[src/rtl/dvmm_pkg.sv]
package dvmm_pkg;

  // Configuration port
  localparam int CFG_IDX_W  = 3;
  localparam int CFG_DATA_W = 9;

  typedef enum logic [CFG_IDX_W-1:0] {
    CFG_DELAY_FRAMES  = 3'd0,
    CFG_WINDOW_FRAMES = 3'd1,
    CFG_FRAME_LEN     = 3'd2,
    CFG_REAL_ONLY     = 3'd3
  } cfg_reg_t;

  // Register widths and reset values
  localparam int DELAY_FRAMES_W  = 5;
  localparam int WINDOW_FRAMES_W = 6;
  localparam int FRAME_LEN_W     = 9;

  localparam logic [DELAY_FRAMES_W-1:0]  DELAY_FRAMES_RST  = 5'd0;
  localparam logic [WINDOW_FRAMES_W-1:0] WINDOW_FRAMES_RST = 6'd8;
  localparam logic [FRAME_LEN_W-1:0]     FRAME_LEN_RST     = 9'd256;

  // Default sizing
  localparam int DEF_MAX_BINS    = 256;
  localparam int DEF_MAX_WINDOW  = 32;
  localparam int DEF_MAX_DELAY   = 16;
  localparam int DEF_SAMPLE_BITS = 16;

  // Address width for a memory of the given depth, at least one bit
  function automatic int addr_w(input int depth);
    int w;
    w = (depth > 1) ? $clog2(depth) : 1;
    return w;
  endfunction

endpackage

[src/rtl/dvmm_divider.sv]
module dvmm_divider #(
  parameter int NUM_W = dvmm_pkg::DEF_SAMPLE_BITS + 5,
  parameter int DEN_W = 6,
  parameter int QUO_W = dvmm_pkg::DEF_SAMPLE_BITS
) (
  input  logic                    clk,
  input  logic                    rst,
  input  logic                    start,
  input  logic signed [NUM_W-1:0] num_re,
  input  logic signed [NUM_W-1:0] num_im,
  input  logic [DEN_W-1:0]        den,
  output logic                    done,
  output logic signed [QUO_W-1:0] quo_re,
  output logic signed [QUO_W-1:0] quo_im
);

  localparam int CNT_W = $clog2(NUM_W + 1);

  logic             busy;
  logic [CNT_W-1:0] cnt;
  logic [DEN_W-1:0] den_q;
  logic [NUM_W-1:0] q      [2];
  logic [DEN_W-1:0] r      [2];
  logic             neg    [2];
  logic [NUM_W-1:0] q_next [2];
  logic [DEN_W-1:0] r_next [2];
  logic [NUM_W-1:0] mag    [2];
  logic [NUM_W-1:0] quo    [2];

  assign mag[0] = num_re[NUM_W-1] ? NUM_W'(-num_re) : NUM_W'(num_re);
  assign mag[1] = num_im[NUM_W-1] ? NUM_W'(-num_im) : NUM_W'(num_im);

  // One restoring step per lane, both lanes share the count
  always_comb begin
    logic [DEN_W:0] shifted;
    logic [DEN_W:0] diff;
    for (int i = 0; i < 2; i++) begin
      shifted = {r[i], q[i][NUM_W-1]};
      diff    = shifted - {1'b0, den_q};
      if (!diff[DEN_W]) begin
        r_next[i] = diff[DEN_W-1:0];
        q_next[i] = {q[i][NUM_W-2:0], 1'b1};
      end else begin
        r_next[i] = shifted[DEN_W-1:0];
        q_next[i] = {q[i][NUM_W-2:0], 1'b0};
      end
      quo[i] = neg[i] ? NUM_W'(-q[i]) : q[i];
    end
  end

  assign quo_re = quo[0][QUO_W-1:0];
  assign quo_im = quo[1][QUO_W-1:0];

  always_ff @(posedge clk) begin
    if (rst) begin
      busy <= 1'b0;
      done <= 1'b0;
      cnt  <= '0;
    end else begin
      done <= 1'b0;
      if (busy) begin
        for (int i = 0; i < 2; i++) begin
          q[i] <= q_next[i];
          r[i] <= r_next[i];
        end
        cnt <= cnt - CNT_W'(1);
        if (cnt == CNT_W'(1)) begin
          busy <= 1'b0;
          done <= 1'b1;
        end
      end else if (start) begin
        busy   <= 1'b1;
        cnt    <= CNT_W'(NUM_W);
        den_q  <= den;
        q[0]   <= mag[0];
        q[1]   <= mag[1];
        r[0]   <= '0;
        r[1]   <= '0;
        neg[0] <= num_re[NUM_W-1];
        neg[1] <= num_im[NUM_W-1];
      end
    end
  end

endmodule

[config.mk]
export PLATFORM = sky130hd
export DESIGN_NAME = dvmm_divider
export DESIGN_NICKNAME = d
export VERILOG_FILES = /design/src/rtl/dvmm_pkg.sv /design/src/rtl/dvmm_divider.sv
export SDC_FILE = /design/constraint.sdc
export NUM_CORES = 1
export LEC_CHECK = 0
export BUFFER_PORTS_ARGS = -buffer_cell sky130_fd_sc_hd__buf_4
export CORE_ASPECT_RATIO = 1.1
export CORE_MARGIN = 4
export CORE_UTILIZATION = 50
export DETAILED_ROUTE_END_ITERATION = 6
export PLACE_DENSITY = 0.72
export SKIP_LAST_GASP = 1
export SLEW_MARGIN = 15
export SYNTH_ARGS = -nofsm -noshare
export SYNTH_HDL_FRONTEND = slang
export SYNTH_SLANG_ARGS = --single-unit
[constraint.sdc]
create_clock -name clk -period 5.28 [get_ports clk]
set_clock_uncertainty 0.15 [all_clocks]
set_input_delay 1.056 -clock clk [delete_from_list [all_inputs] [get_ports clk]]
set_output_delay 1.056 -clock clk [all_outputs]
set_load 0.005 [all_outputs]
==> results_dict.tcl <==
set metrics [dict create \
    outcome "complete, no violations" \
    rrSetupSlack_ns 2.38 \
    clk_pin_slew_ns 0.08 \
    layout.cells.non_filler 701 \
    core_mm2 0.009444 \
    path_max_fanout 4 \
    drt-vias-per-instance 5.478 \
    drv_cap 0 \
    cts_sinks 69 \
    dpl_worst_slack_ns 1.739 \
    ys_types 52 \
    cts_tree "yes" \
    synth_top_area_share_pct 38.23 \
    setup_ws_ns 1.315 \
    cts_hold_buf 0 \
    start_kind "flop" \
    grt_overflow 0 \
    whs_path_depth 1 \
    synth_seq_cells 69 \
    io_pins 84 \
    seq_area_frac_synth_pct 41.11 \
    syn_to_final_growth_pct 18.24 \
    cts_resized 0 \
    reg2regPathDepth 8 \
    antenna_found_initial 0 \
    fmax_ghz 0.2522 \
    synth_area_leader_cell "edfxtp_1" \
    grt_first_pass_wirelength_um 18250 \
    synth_area_mm2 0.004870 \
    hp-class "flop to flop" \
    finalSetupTns_ns 0 \
    num_vias 3840 \
    placementRows 37 \
    r2r_start "den_q[0]$_DFFE_PP_" \
    end_kind "output pin" \
    drt_wl_total_um 10620 \
    yosys_most_used_dff "edfxtp_1" \
    cellPowerDensity_mw_per_mm2 270.4 \
    grt_setup_unrepaired "no" \
    ys_warn_count 0 \
    peakVddDrop_mv 0.1479 \
    worstMarginPinSlew_ns 0.9515 \
    clockBufferDepth 2 \
    drtPass1Iterations 4 \
    wire_per_inst_um 15.15 \
    min_to "cnt[2]$_SDFFE_PP0P_" \
    hold-worst-slack_ns 0.3720 \
    dp_hpwl_um 8058 \
    slew_viol_final 0 \
    max_slew_margin_pct 36.42 \
    die_y_um 111.5 \
    fin_crit_sh_pct 75.10 \
    antennaDiodeCount 0 \
    cts_max_level 3 \
    io_buffers 83 \
    place.gp.congestion 0.8508 \
    hold_viol 0 \
    setup_viol 0 \
    dr.first_iter.drc_count 214 \
    cp.required_ns 4.07 \
    worstSetupPathType "flop to output pin" \
    place_inst 685 \
    fill_cells 814 \
    async_flop_share_pct 0 \
    drive_gt1_share_pct 20.89 \
    cts-root-buf "clkbuf_8" \
    post_cts_buffers 0 \
    leakagePower_nw 2.270 \
    synth.top_cells.by_area "edfxtp_1 38%, xnor2_1 7.0%, o21ai_0 6.4%" \
    place_area_mm2 0.005568 \
    grt.total_usage_pct 19.79 \
    clk_latency_ns 0.35 \
    die_w_um 102.1 \
    die_area_mm2 0.01138 \
    utilization_pct 60.97 \
    numCtsBuffers 9 \
    ant_nets 0 \
    final_area_mm2 0.005758 \
    worstHoldStart "cnt[2]$_SDFFE_PP0P_" \
    synth_edf_count 62 \
    grt_max_degree 81 \
    drc_errors 0 \
    crit_arrival_ns 2.76 \
    synth_nets 575 \
    grt_pass1_vias 3915 \
    syn_avg_cell_area_um2 9.662 \
    fin_nets 650 \
    rr_endpoint "r[0][0]$_SDFFCE_PP0P_" \
    synth_cells 504 \
    power_mw 1.557 \
    start_util_pct 51.56 \
    period_minus_slack_ns 3.965 \
]
logic make-up after synthesis:
logic type                 count (synthesis)  synth area share [%]
AOI/OAI and AO/OA                        125                 16.98
xor gates and xnor gates                  69                 12.41
adders and majority gates                 20                 5.447
buffers and inverters                     46                 3.854
DFF                                       69                 41.11
muxes                                     13                 2.801
and+or+nand+nor                          162                 17.40
final cells by class:
cell class / count / area (um2) / share of cell area, %
repair buffers: 85 / 638.1 / 11.08
clock buffers: 9 / 123.9 / 2.151
multi-input cells: 389 / 2688 / 46.68
clock inverters: 7 / 66.31 / 1.152
flip-flops and latches: 69 / 2002 / 34.77
inverters: 25 / 93.84 / 1.630
well taps: 117 / 146.4 / 2.542
layout by cell type (no fill, tap or decap), types with 8 or more instances in the layout:
master,count
inv_1,24
clkbuf_8,9
mux2i_1,8
nor2_1,27
buf_4,85
xor2_1,30
ha_1,18
or3_1,11
o41ai_1,10
o31ai_1,15
xnor2_1,39
edfxtp_1,62
o21ai_0,62
nor2b_1,9
nand2_1,63
a21oi_1,12
critical path, stage by stage, from the launching register on:
cell and delay, ns:
edfxtp_1 0.44, or3_1 0.41, or3b_2 0.53, or3_1 0.37, o31ai_1 0.35, xnor2_1 0.17
buf_4 0.14
synth_stat cells (all sizes together), types with 5 or more instances:
master / count
o41ai: 13
nor3b: 5
xnor2: 39
a211oi: 6
inv: 24
o31ai: 18
buf: 5
xor2: 30
o21ai: 65
nor2: 28
nor3: 5
ha: 18
mux2: 5
mux2i: 8
nand3b: 5
or3: 11
nand2b: 6
or4: 11
nor2b: 9
edfxtp: 62
dfxtp: 7
a21oi: 12
nand2: 63
clkbuf: 16
sequential cells by signal, summed over array words and instances, names as in the netlist:
signal	count
done	1
busy	1
cnt	5
den_q	6
q	42
r	12
neg	2
per-layer routing:
metal / routed length [um] / global-route usage (%) / vias to the layer above / share of wire, %
met4: 83 / 5.774 / 0 / 0.78
met3: 439 / 4.386 / 6 / 4.1
met2: 5444 / 33.16 / 74 / 51
met5: 0 / 0 / - / 0
met1: 4653 / 25.45 / 1775 / 44
li1: - / - / 1985 / -
where the power goes:
part | switching (mW) | internal (mW) | leakage [nW]
Combinational | 0.216 | 0.211 | 1.53
Sequential | 0.0441 | 0.667 | 0.650
Clock | 0.204 | 0.215 | 0.0887
worst max path at each step:
stage	slack (ns)	to	depth (start not counted)	startpoint
floorplan	1.14	q[0][0]$_DFFE_PP_	2	rst
global placement	1.79	quo_re[15]	6	q[0][0]$_DFFE_PP_
detailed placement	1.74	quo_re[15]	6	q[0][0]$_DFFE_PP_
CTS	1.32	quo_re[15]	6	q[0][0]$_DFFE_PP_
global route	1.24	quo_re[15]	6	q[0][0]$_DFFE_PP_
finish	1.31	quo_re[15]	6	q[0][0]$_DFFE_PP_
Note: power is estimated with default switching activity, not from simulation.
